===== src/sv/q4d_pkg.sv =====
// q4d_pkg: shared types and constants for the q4 block dequantiser
// no dependencies
package q4d_pkg;

    localparam int unsigned BLOCK_BYTES = 18;
    localparam logic [31:0] QNAN_BITS = 32'h7FC0_0000;
    localparam logic [31:0] INF_BITS = 32'h7F80_0000;

    typedef struct packed {
        logic [7:0] byte_value;
        logic       start_of_tensor;
    } in_word_t;

    typedef struct packed {
        logic [31:0] weight_bits;
        logic        last_of_byte;
    } out_word_t;

endpackage


===== src/sv/q4d_scale_mul.sv =====
// q4d_scale_mul: exact product (nibble - 8) * half scale as single bits
// depends on q4d_pkg
module q4d_scale_mul (
    input  logic [15:0] scale,
    input  logic [3:0]  nibble,
    output logic [31:0] weight_bits
);
    import q4d_pkg::*;

    logic        hsign;
    logic [4:0]  hexp;
    logic [9:0]  hman;
    logic        nsign;
    logic [3:0]  mag;
    logic [10:0] sig;
    logic [14:0] prod;
    logic [3:0]  msb;
    logic [7:0]  bexp;
    logic [22:0] frac;
    logic [5:0]  ebase;

    always_comb
    begin
        hsign = scale[15];
        hexp  = scale[14:10];
        hman  = scale[9:0];
        nsign = ~nibble[3];
        mag   = nibble[3] ? {1'b0, nibble[2:0]} : 4'd8 - {1'b0, nibble[2:0]};
        sig   = (hexp == 5'd0) ? {1'b0, hman} : {1'b1, hman};
        ebase = (hexp == 5'd0) ? 6'd1 : {1'b0, hexp};
        prod  = sig * {7'd0, mag};
        msb   = 4'd0;
        for (int i = 0; i < 15; i++)
        begin
            if (prod[i])
            begin
                msb = 4'(i);
            end
        end
        // bias 127 - 25 = 102
        bexp  = 8'(ebase) + 8'(msb) + 8'd102;
        frac  = 23'({8'd0, prod} << (5'd23 - 5'(msb)));
        if (hexp == 5'h1F)
        begin
            weight_bits = (hman != 10'd0 || mag == 4'd0) ? QNAN_BITS
                        : ({hsign ^ nsign, 31'd0} | INF_BITS);
        end
        else if (prod == 15'd0)
        begin
            weight_bits = {hsign ^ nsign, 31'd0};
        end
        else
        begin
            weight_bits = {hsign ^ nsign, bexp, frac};
        end
    end

endmodule


===== src/sv/q4_block_dequantizer.sv =====
// q4_block_dequantizer: streams q4 blocks (half scale + 16 nibble bytes) into floats
// a data byte's low and high weights are registered into slots a and b on acceptance; a is shown first, then b
// a new data byte waits until slot b is free, set by the single result port; scale bytes 1/cycle while in_ready is high
// reset: rst_n async, clears counters, scale and weight_count to zero
// depends on q4d_pkg, q4d_scale_mul
module q4_block_dequantizer (
    input  logic               clk,
    input  logic               rst_n,
    input  logic               in_valid,
    output logic               in_ready,
    input  q4d_pkg::in_word_t  in_data,
    output logic               out_valid,
    input  logic               out_ready,
    output q4d_pkg::out_word_t out_data,
    input  logic               cfg_we,
    input  logic [31:0]        cfg_wdata
);
    import q4d_pkg::*;

    logic [31:0] weight_count_reg;
    logic [4:0]  pos_reg, pos_next;
    logic [7:0]  scale_lo_reg;
    logic [15:0] scale_reg;
    logic [26:0] blocks_reg, blocks_next;

    // output stage: two slots, slot a shown first
    logic        a_valid_reg, b_valid_reg;
    out_word_t   a_reg, b_reg;

    logic        accept, pop;
    logic [4:0]  pos_eff;
    logic [26:0] blocks_eff;
    logic        active, data_byte;
    logic [31:0] w_lo, w_hi;

    assign in_ready  = ~b_valid_reg & (~a_valid_reg | out_ready);
    assign accept    = in_valid & in_ready;
    assign out_valid = a_valid_reg;
    assign out_data  = a_reg;
    assign pop       = a_valid_reg & out_ready;

    always_comb
    begin
        pos_eff    = in_data.start_of_tensor ? 5'd0 : pos_reg;
        blocks_eff = in_data.start_of_tensor ? 27'd0 : blocks_reg;
        // limit is weight_count / 32
        active     = {5'd0, blocks_eff} < weight_count_reg[31:5];
        data_byte  = active && pos_eff >= 5'd2;
        pos_next   = pos_eff;
        blocks_next = blocks_eff;
        if (active)
        begin
            if (pos_eff == 5'(BLOCK_BYTES - 1))
            begin
                pos_next    = 5'd0;
                blocks_next = blocks_eff + 27'd1;
            end
            else
            begin
                pos_next = pos_eff + 5'd1;
            end
        end
    end

    q4d_scale_mul u_mul_lo (.scale(scale_reg), .nibble(in_data.byte_value[3:0]), .weight_bits(w_lo));
    q4d_scale_mul u_mul_hi (.scale(scale_reg), .nibble(in_data.byte_value[7:4]), .weight_bits(w_hi));

    always_ff @(posedge clk or negedge rst_n)
    begin
        if (!rst_n)
        begin
            weight_count_reg <= '0;
            pos_reg          <= '0;
            scale_lo_reg     <= '0;
            scale_reg        <= '0;
            blocks_reg       <= '0;
            a_valid_reg      <= 1'b0;
            b_valid_reg      <= 1'b0;
        end
        else
        begin
            if (cfg_we)
            begin
                weight_count_reg <= cfg_wdata;
            end
            if (accept)
            begin
                pos_reg    <= pos_next;
                blocks_reg <= blocks_next;
                if (active && pos_eff == 5'd0)
                begin
                    scale_lo_reg <= in_data.byte_value;
                end
                if (active && pos_eff == 5'd1)
                begin
                    scale_reg <= {in_data.byte_value, scale_lo_reg};
                end
            end
            // accept only when b empty and a empty or leaving
            if (accept && data_byte)
            begin
                a_valid_reg <= 1'b1;
                b_valid_reg <= 1'b1;
            end
            else if (pop)
            begin
                a_valid_reg <= b_valid_reg;
                b_valid_reg <= 1'b0;
            end
        end
    end

    always_ff @(posedge clk)
    begin
        if (accept && data_byte)
        begin
            a_reg <= '{weight_bits: w_lo, last_of_byte: 1'b0};
            b_reg <= '{weight_bits: w_hi, last_of_byte: 1'b1};
        end
        else if (pop)
        begin
            a_reg <= b_reg;
        end
    end

    // second slot never holds a word without the first
    assert property (@(posedge clk) disable iff (!rst_n) b_valid_reg |-> a_valid_reg)
        else $error("slot b valid without slot a");
    // a low-nibble weight is always followed by its high partner
    assert property (@(posedge clk) disable iff (!rst_n)
        (pop && !a_reg.last_of_byte) |=> (a_valid_reg && a_reg.last_of_byte))
        else $error("high weight missing after low weight");
    assert property (@(posedge clk) disable iff (!rst_n) pos_reg < 5'(BLOCK_BYTES))
        else $error("byte position out of range");

endmodule

===== config.mk =====
export PLATFORM = sky130hd
export DESIGN_NAME = q4_block_dequantizer
export DESIGN_NICKNAME = d
export VERILOG_FILES = /design/src/sv/q4d_pkg.sv /design/src/sv/q4d_scale_mul.sv /design/src/sv/q4_block_dequantizer.sv
export SDC_FILE = /design/constraint.sdc
export NUM_CORES = 1
export LEC_CHECK = 0
export BUFFER_PORTS_ARGS = -buffer_cell sky130_fd_sc_hd__buf_2
export CAP_MARGIN = 15
export CORE_ASPECT_RATIO = 1.2
export CORE_MARGIN = 2
export CORE_UTILIZATION = 62
export CTS_CLUSTER_DIAMETER = 30
export CTS_CLUSTER_SIZE = 10
export DETAILED_ROUTE_END_ITERATION = 10
export PLACE_DENSITY = 0.81
export SYNTH_ARGS = -nofsm -noshare
export SYNTH_HDL_FRONTEND = slang
export SYNTH_SLANG_ARGS = --single-unit

===== constraint.sdc =====
create_clock -name clk -period 8.1 [get_ports clk]
set_clock_uncertainty 0.15 [all_clocks]
set_input_delay 0.81 -clock clk [delete_from_list [all_inputs] [get_ports clk]]
set_output_delay 0.81 -clock clk [all_outputs]
set_load 0.1 [all_outputs]

==> metrics, run 1 <==
status=complete, no violations; RSZ-0062 raised after global routing=no; Synth Area in Compound Gates=0.1646; CP peak stage delay=0.53 ns; measured slew at the worst slew-check pin=1.018 ns; Starting DRT DRC Count=523; commonest cells in the netlist=nand2_1, o21ai_0, dfrtp_1, inv_1, ha_1; Port Buf Inserts=75; highest clock rate=0.1388 GHz; cts hold-fix bufs=0; pin count of the biggest net entering global routing=57; RePlAce Congestion=0.9386; most used cell along the critical path=fa_1; Register Area=4069 um^2; DR vias=9,885; Synth Area in Adders=0.1470; worst path arrival time=7.24 ns; Core ar.=19,410 um^2; gr ovfl total=0; worst skew pair latency=0.43 ns; HP Class=in -> async; TritonCTS Buffers=17; Die X=131.8 um; Die ar.=20,740 um^2; Clk pin slew, worst setup/hold paths=0.07 ns; initial antenna violation count=0; main combinational cell family by area after synthesis=simple AND/OR/NAND/NOR gates; Root Driver=clkbuf_16; number of global-route vias before repair=9,765; Synth Area in XOR/XNOR=0.04932; fin. max-slew vios=0; Multi-input gate area=7490 um^2; Synth Area in Simple Gates=0.2129; area leader, netlist=dfrtp_1; n_diodes=0; worst-path fanout max=13; Initial Util=0.6262; Most used DFF post-synth=dfrtp_1; multiplexer share of the synthesized area=0.03933; Synth area leaders=dfrtp_1, edfxtp_1, ha_1; Synth Register Bits=150; CTS resizes=0; max reg flops=33; Post-Syn Area=12,150 um^2; WL/cell=16.61 um; 1st-pass router iterations=5; fin crit share=0.8893; depth of the CTS H-tree=4; DRC=0; Vias/cell=5.923; count leader, synth=nand2_1; critical path required time=8.14 ns; Rel. slew slack=0.3191; fraction of layout cells with a size suffix above 1=0.1364; Synth Instances=1,340; Ports=81; CTS Sinks=150; Total Nets Final=1,561; yosys warns=0; CP Capture Type=flop; Layout Area Growth over Synthesis=9.966%; Final ANT Viol Nets=0; Max Buffers Root-to-Sink=2; Unique masters post-synth=92; Die Ht=157.4 um; Hold Fails Final Rpt=0; post-route setup TNS=0 ns; share of the yosys chip area belonging to registers=0.3348; first-pass GRT wire length=46,480 um; post-CTS setup buffer count=0; EDFF count, synth=64; post-synth top area share=0.1750; CTS tree=done; WS Path Type=in -> reg; Mean Syn Cell Area=9.069 um^2; final-layout fill cell count=1,531; row cnt=56; Slowest-stage cell, CP=fa_1; Startpoint Class=input port; Tmin final=7.203 ns; Detail Placement HPWL=20,660 um; final setup vio count=0; Total GRT Usage=0.2764; post-synthesis async set-or-reset flop share=0.5667; maxcap violations=0; Post-Route WL=27,720 um
[per-layer routing]
| layer | GRT usage | vias up | share of wire |
|---|---|---|---|
| li1 | - | 4830 | - |
| met1 | 0.3214 | 4747 | 0.41 |
| met2 | 0.5056 | 244 | 0.52 |
| met3 | 0.03607 | 64 | 0.035 |
| met4 | 0.1346 | 0 | 0.044 |
| met5 | 0 | - | 0 |
[path summary, 6_finish.rpt]
check | start | end | slack [ns] | depth (start not counted)
worst max-delay path | in_data[1] | out_data[29]$_DFFE_PP_ | 0.90 | 27
worst min-delay path | rst_n | weight_count_reg[27]$_DFFE_PN0P_ | 0.14 | 1
worst max register to register | scale_reg[1]$_DFFE_PN0P_ | out_data[29]$_DFFE_PP_ | 1.62 | 23
worst min register to register | scale_lo_reg[5]$_DFFE_PN0P_ | scale_lo_reg[5]$_DFFE_PN0P_ | 0.33 | 2
max in group asynchronous | rst_n | scale_lo_reg[7]$_DFFE_PN0P_ | 6.61 | 2
min in group clk | scale_lo_reg[5]$_DFFE_PN0P_ | scale_lo_reg[5]$_DFFE_PN0P_ | 0.33 | 2
[worst max-delay path: cells and delay by family]
kind / cells / cell delay [ns]
xor+xnor: 2 / 0.32
compound gates: 9 / 1.81
fa+ha+maj: 6 / 2.51
simple gates: 7 / 1.39
buf+inv: 3 / 0.37
[placed cells by master (no fill, tap or decap), types with 34 or more instances in the layout]
cell type    n
dfrtp_1     85
edfxtp_1    64
a21oi_1     59
and2_1      38
fa_1        38
nor2b_1     72
ha_1        82
o21ai_0     96
nand3_1     34
inv_1       85
xnor2_1     36
nand2_1    161
buf_2       74
nor2_1      76
[kinds of logic (layout without fill, tap and decap cells)]
| family | count (synthesis) | count (layout) |
|---|---|---|
| buffers and inverters | 157 | 217 |
| flip-flops | 150 | 150 |
| multiplexers | 45 | 45 |
| AND/OR/NAND/NOR | 502 | 502 |
| adder cells (fa/ha/maj) | 120 | 120 |
| other | 1 | 9 |
| XOR/XNOR | 65 | 65 |
| AO/OA/AOI/OAI | 300 | 300 |
[cell type report]
class	count	share of cell area
Clock inverter	15	0.01339
Tap cell	261	0.02444
Sequential cell	150	0.3045
Clock buffer	17	0.03183
Timing Repair Buffer	97	0.04063
Inverter	88	0.02481
Multi-Input combinational cell	1041	0.5604
[through the flow]
stage | cells | utilization | cell area [um^2] | hold WS (ns) | setup slack (ns)
after floorplan | 1348 | - | 12180 | 0.2960 | 0.9704
after global placement | 1637 | 0.6574 | 12760 | 0.2973 | 0.5965
after detailed placement | 1637 | 0.6574 | 12760 | 0.3175 | 0.4584
after CTS | 1669 | 0.6886 | 13360 | 0.1467 | 0.9152
after global routing | 1669 | 0.6886 | 13360 | 0.1629 | 0.3210
final | 1669 | 0.6886 | 13360 | 0.1375 | 0.8969
Power of run 1 is left out: the tool's default activity adds up to more than one toggle a clock period on the data nets, which glitch-free logic cannot reach.
==> run 2, diff against run 1 <==
--- a/config.mk
+++ b/config.mk
@@ -7,13 +7,12 @@
 export LEC_CHECK = 0
 export BUFFER_PORTS_ARGS = -buffer_cell sky130_fd_sc_hd__buf_2
 export CAP_MARGIN = 15
-export CORE_ASPECT_RATIO = 1.2
 export CORE_MARGIN = 2
-export CORE_UTILIZATION = 62
+export CORE_UTILIZATION = 56
 export CTS_CLUSTER_DIAMETER = 30
 export CTS_CLUSTER_SIZE = 10
 export DETAILED_ROUTE_END_ITERATION = 10
-export PLACE_DENSITY = 0.81
+export PLACE_DENSITY = 0.78
 export SYNTH_ARGS = -nofsm -noshare
 export SYNTH_HDL_FRONTEND = slang
 export SYNTH_SLANG_ARGS = --single-unit
==> constraint.sdc (replaced) <==
create_clock -name clk -period 5.9 [get_ports clk]
set_clock_uncertainty 0.15 [all_clocks]
set_input_delay 0.59 -clock clk [delete_from_list [all_inputs] [get_ports clk]]
set_output_delay 0.59 -clock clk [all_outputs]
set_load 0.1 [all_outputs]
==> run 2 against run 1 <==
Net effect: the run now ends with negative setup slack left; sequential share of layout area is 4.2 points lower; cell area increased by 16%; critical path depth stayed put; core utilization rose by 4.3 points; die area is 10% higher; first-iteration DRC count up 41%; global-route usage up 1.0 points; setup slack got worse by 1.0 ns; count of clock-buffer cells in the layout is the same; wire length grew 16%; non-clock buffer count rose by 174; critical endpoint unchanged; largest cell class unchanged.
==> metrics, run 2 (synthesis gave the netlist of run 1 again) <==
status=finished with violations (was complete, no violations); failing checks=negative setup slack; Hold Fails Final Rpt=0 (unchanged); final setup vio count=4 (was 0); initial antenna violation count=0 (unchanged); CTS Sinks=150 (unchanged); Initial Util=0.5745 (was 0.6262); highest clock rate=0.1667 GHz; DR vias=10,860 (was 9,885); most frequent cells in the layout=buf_4, nand2_1, dfrtp_1 (was nand2_1, o21ai_0, inv_1, dfrtp_1, ha_1); RSZ-0062 raised after global routing=yes (was no); Core ar.=21,150 um^2 (was 19,410 um^2); Root Driver=clkbuf_16 (unchanged); placement-stage cell area=14,380 um^2 (was 12,760 um^2); worst skew pair latency=0.44 ns (was 0.43 ns); setup ws final=-0.09840 ns (was 0.8969 ns); Final ANT Viol Nets=0 (unchanged); gr ovfl total=0 (unchanged); Die X=151.3 um (was 131.8 um); DRC=0 (unchanged); Rel. slew slack=0.3567 (was 0.3191); Post-Layout Cell Count=1,857 (was 1,669); fin. max-slew vios=0 (unchanged); critical path required time=5.94 ns (was 8.14 ns); Total Nets Final=1,735 (was 1,561); CP Capture Type=flop (unchanged); CP peak stage delay=0.52 ns (was 0.53 ns); Tmin final=5.998 ns; Slowest-stage cell, CP=fa_1 (unchanged); worst hold slack=0.2084 ns (was 0.1375 ns); fin crit share=1.017; Vias/cell=5.849 (was 5.923); crit path buf inv count=5 (was 3); Port Buf Inserts=75 (unchanged); measured slew at the worst slew-check pin=0.9561 ns (was 1.018 ns); number of global-route vias before repair=10,750 (was 9,765); pin count of the biggest net entering global routing=66 (was 57); Die Ht=151.3 um (was 157.4 um); commonest non-fill, non-tap cell in the layout=buf_4 (was nand2_1); worst path arrival time=6.04 ns (was 7.24 ns); WS Path Type=in -> reg (unchanged); family with the most delay on the worst path=adder cells (unchanged); max reg flops=33 (unchanged); 1st-pass router iterations=6 (was 5); Startpoint Class=input port (unchanged); first-pass GRT wire length=52,120 um (was 46,480 um); n_diodes=0 (unchanged); Clk pin slew, worst setup/hold paths=0.07 ns (about the same); Detail Placement HPWL=23,630 um (was 20,660 um); depth of the CTS H-tree=4 (unchanged); Ports=81 (unchanged); Max Buffers Root-to-Sink=2 (unchanged); RePlAce Congestion=0.8885 (was 0.9386); Starting DRT DRC Count=736 (was 523); most used cell along the critical path=nand2_2 (was fa_1); Die ar.=22,900 um^2 (was 20,740 um^2); CTS tree=done (unchanged); row cnt=53 (was 56); worst-path fanout max=5 (was 13); Core Util, Final=0.7316 (was 0.6886); fraction of layout cells with a size suffix above 1=0.2908 (was 0.1364); HP Class=in -> reg (was in -> async); Inst Count DP=1,816 (was 1,637); Total GRT Usage=0.2865 (was 0.2764); TritonCTS Buffers=17 (unchanged); WL/cell=17.35 um (was 16.61 um); final-layout fill cell count=1,474 (was 1,531); Post-Route WL=32,230 um (was 27,720 um); final instance area=15,480 um^2 (was 13,360 um^2); Layout Area Growth over Synthesis=27.34% (was 9.966%); maxcap violations=0 (unchanged)
[run 2: changes by cell type in the layout (fill, tap and decap cells not counted), moves of 7 or more]
cell / change
buf_4: +167
a21oi_2: +7
a21oi_1: -9
ha_4: +15
xnor2_1: -10
xnor2_2: +7
o21ai_0: -12
ha_1: -15
buf_6: +7
o21ai_1: +7
[run 2: final cells by class]
cell class	instances	area [um^2]	share of cell area
multi-input combinational	1041	8183	0.5287
clock buffer	17	425.4	0.02749
inverter	88	365.4	0.02361
timing repair buffer	271	1908	0.1233
sequential	150	4069	0.2629
clock inverter	15	181.4	0.01172
tap	275	344.1	0.02223
[run 2: worst register-to-register path: stages (launching register included)]
cell	delay, ns
dfrtp_1	0.62
nand2b_4	0.09
fa_1	0.56
inv_1	0.06
fa_1	0.49
fa_2	0.39
a21o_1	0.23
a221oi_4	0.39
a211oi_2	0.15
nor4_2	0.26
buf_4	0.16
nor3_4	0.04
o211ai_1	0.12
nand2_2	0.14
ha_4	0.19
fa_2	0.37
a21o_1	0.18
a21oi_2	0.18
xnor2_2	0.16
nand2_2	0.11
o21ai_2	0.17
nand2b_4	0.14
a21oi_2	0.04
a31o_2	0.21
[run 2: routing by layer]
metal | track usage | up-vias | routed length (um) | part of all wire
met1 | 0.3667 | 5286 | 13520 | 0.42
li1 | - | 5165 | - | -
met2 | 0.5000 | 338 | 16290 | 0.51
met3 | 0.03343 | 72 | 1437 | 0.045
met5 | 0 | - | 0 | 0
met4 | 0.1042 | 0 | 978 | 0.030
[run 2: per-stage QoR]
step                      setup slack, ns  setup TNS, ns
after CTS                        0.007087              0
after detailed placement          -0.6500         -13.84
after global routing              -0.3305         -1.598
after floorplan                   -0.4348         -2.627
after global placement            -0.4941         -9.052
final                            -0.09840        -0.2485
[run 2: final timing paths]
check | to | start | slack [ns] | cells past startpoint
max | out_data[29]$_DFFE_PP_ | in_data[4] | -0.1 | 27
min in group asynchronous | weight_count_reg[29]$_DFFE_PN0P_ | rst_n | 0.41 | 2
max reg2reg | out_data[29]$_DFFE_PP_ | scale_reg[1]$_DFFE_PN0P_ | 0.06 | 23
max in group asynchronous | scale_reg[7]$_DFFE_PN0P_ | rst_n | 4.05 | 3
min | weight_count_reg[24]$_DFFE_PN0P_ | cfg_wdata[24] | 0.21 | 3
min reg2reg | out_data[0]$_SDFFE_PP0P_ | out_data[0]$_SDFFE_PP0P_ | 0.32 | 2
[run 2: what timing repair did]
action	in CTS	in global routing
pin swaps	23	44
resized for setup	22	56
buffers inserted	6	4
endpoints found under the hold margin	20	0
endpoints found under the setup margin	14	19
hold buffers	1	0
Power of run 2 is left out for the same reason.
==> run 3, diff against run 2 <==
--- a/config.mk
+++ b/config.mk
@@ -7,6 +7,7 @@
 export LEC_CHECK = 0
 export BUFFER_PORTS_ARGS = -buffer_cell sky130_fd_sc_hd__buf_2
 export CAP_MARGIN = 15
+export CORE_ASPECT_RATIO = 1.5
 export CORE_MARGIN = 2
 export CORE_UTILIZATION = 56
 export CTS_CLUSTER_DIAMETER = 30
==> run 3 against run 2 <==
Net effect: the run now ends clean; critical path depth is the same; first-iteration DRC count decreased by 1.6%; sequential share of layout area fell by 0.33 points; fmax increased by 2.1%; cell count up 1.6%; global-route usage increased by 0.54 points; die area up 0.10%; hold slack better by 0.0040 ns; setup slack better by 0.12 ns; largest cell class unchanged; highest routed layer unchanged.
==> metrics, run 3 (synthesis gave the netlist of run 1 again) <==
family with the most delay on the worst path=adder cells (unchanged); Vias/cell=5.849 (about the same); n_diodes=0 (unchanged); Core ar.=21,470 um^2 (was 21,150 um^2); pin count of the biggest net entering global routing=74 (was 66); Ports=81 (unchanged); r2r endpoint=out_data[29]$_DFFE_PP_ (unchanged); Rel. slew slack=0.3233 (was 0.3567); Final ANT Viol Nets=0 (unchanged); Layout Area Growth over Synthesis=28.95% (was 27.34%); Hold Fails Final Rpt=0 (unchanged); WL/cell=18.49 um (was 17.35 um); Post-Route WL=34,870 um (was 32,230 um); TritonCTS Buffers=17 (unchanged); depth of the CTS H-tree=4 (unchanged); 1st-pass router iterations=5 (was 6); RSZ-0062 raised after global routing=yes (unchanged); Tmin final=5.875 ns (was 5.998 ns); DR vias=11,030 (was 10,860); most used cell along the critical path=buf_4 (was nand2_2); Clk pin slew, worst setup/hold paths=0.06 ns (was 0.07 ns); CP peak stage delay=0.52 ns (about the same); Slowest-stage cell, CP=fa_1 (unchanged); Worst Hold Launch=cfg_wdata[30] (was cfg_wdata[24]); DRC=0 (unchanged); gr ovfl total=0 (unchanged); initial antenna violation count=0 (unchanged); most frequent cells in the layout=buf_4, nand2_1, dfrtp_1 (unchanged); commonest non-fill, non-tap cell in the layout=buf_4 (unchanged); fraction of layout cells with a size suffix above 1=0.3011 (was 0.2908); CTS tree=done (unchanged); Die ar.=22,920 um^2 (was 22,900 um^2); Hold Path Depth=3 (unchanged); Max Buffers Root-to-Sink=2 (unchanged); Inst Count DP=1,833 (was 1,816); Die Ht=184.4 um (was 151.3 um); worst skew pair latency=0.43 ns (was 0.44 ns); RePlAce Congestion=1.011 (was 0.8885); Port Buf Inserts=75 (unchanged); hold path endpoint=weight_count_reg[30]$_DFFE_PN0P_ (was weight_count_reg[24]$_DFFE_PN0P_); final-layout fill cell count=1,547 (was 1,474); fin. max-slew vios=0 (unchanged); worst-path fanout max=5 (unchanged); Total Nets Final=1,767 (was 1,735); CTS Sinks=150 (unchanged); Total GRT Usage=0.2919 (was 0.2865); status=complete, no violations (was finished with violations); Startpoint Class=input port (unchanged); final setup vio count=0 (was 4); critical path required time=5.93 ns (was 5.94 ns); r2r setup slk=0.16 ns (was 0.06 ns); first-pass GRT wire length=53,800 um (was 52,120 um); Root Driver=clkbuf_16 (unchanged); Detail Placement HPWL=26,100 um (was 23,630 um); measured slew at the worst slew-check pin=1.011 ns (was 0.9561 ns); Starting DRT DRC Count=724 (was 736); Die X=124.3 um (was 151.3 um); R2R depth=25 (was 23); worst path arrival time=5.91 ns (was 6.04 ns); HP Class=in -> reg (unchanged); maxcap violations=0 (unchanged); WS Path Type=in -> reg (unchanged); Post-Layout Cell Count=1,886 (was 1,857); number of global-route vias before repair=11,180 (was 10,750); r2r startpoint=scale_reg[1]$_DFFE_PN0P_ (unchanged); row cnt=66 (was 53); max reg flops=33 (unchanged); Initial Util=0.5660 (was 0.5745); CP Capture Type=flop (unchanged); crit path buf inv count=6 (was 5); highest clock rate=0.1702 GHz (was 0.1667 GHz); fin crit share=0.9958 (was 1.017)
[run 3: cell count changes in the layout (fill, tap and decap cells not counted), sizes merged]
cell	change
buf	+31
bufinv	+1
clkbuf	+4
clkinvlp	+2
inv	-6
[run 3: per-stage QoR]
step                      setup slack (ns)  hold WS (ns)  area (um^2)  setup TNS, ns    util
after floorplan                    -0.4348        0.1444        12620         -2.627       -
after detailed placement           -0.7189        0.2927        14530         -11.33  0.6766
after global routing               -0.1548        0.2170        15670        -0.4788  0.7299
final                              0.02501        0.2123        15670              0  0.7299
after CTS                         0.006229        0.2026        15240              0  0.7100
after global placement             -0.5820        0.2875        14530         -8.074  0.6766
[run 3: cell type report]
cell class                 instances  area (um^2)  share of cell area
multi-input combinational       1041         8163              0.5209
sequential                       150         4069              0.2596
timing repair buffer             303         2170              0.1384
clock buffer                      20        436.7             0.02786
inverter                          88        365.4             0.02331
tap                              272        340.3             0.02172
clock inverter                    12        127.6            0.008144
[run 3: how the worst max path moves through the flow]
| stage | slack [ns] | cells after the start | from | endpoint |
|---|---|---|---|---|
| 2_1_floorplan | -0.43 | 29 | in_data[2] | out_data[29]$_DFFE_PP_ |
| 3_3_place_gp | -0.58 | 31 | in_data[2] | out_data[29]$_DFFE_PP_ |
| 3_5_place_dp | -0.72 | 31 | in_data[2] | out_data[29]$_DFFE_PP_ |
| 4_1_cts | 0.006 | 27 | in_data[5] | b_reg[28]$_SDFFCE_PN1P_ |
| 5_1_grt | -0.15 | 30 | in_data[2] | out_data[29]$_DFFE_PP_ |
| 6_report | 0.03 | 27 | in_data[4] | out_data[29]$_DFFE_PP_ |
[run 3: layer usage]
layer | track usage | vias up | part of all wire
met5 | 0 | - | 0
li1 | - | 5244 | -
met1 | 0.3007 | 5339 | 0.36
met3 | 0.03803 | 118 | 0.035
met4 | 0.1906 | 0 | 0.063
met2 | 0.5515 | 330 | 0.54
[run 3: worst min-delay path, stage by stage]
cell	delay, ns
buf_2	0.07
nand2_1	0.04
o21ai_0	0.05
[run 3: timing repair]
action | CTS | global route
pin swaps | 9 | 47
resized for setup | 13 | 71
setup buffers | 8 | 12
hold buffers | 1 | 0
setup endpoints to repair | 9 | 22
hold endpoints to repair | 12 | 0
Power of run 3 is left out for the same reason.
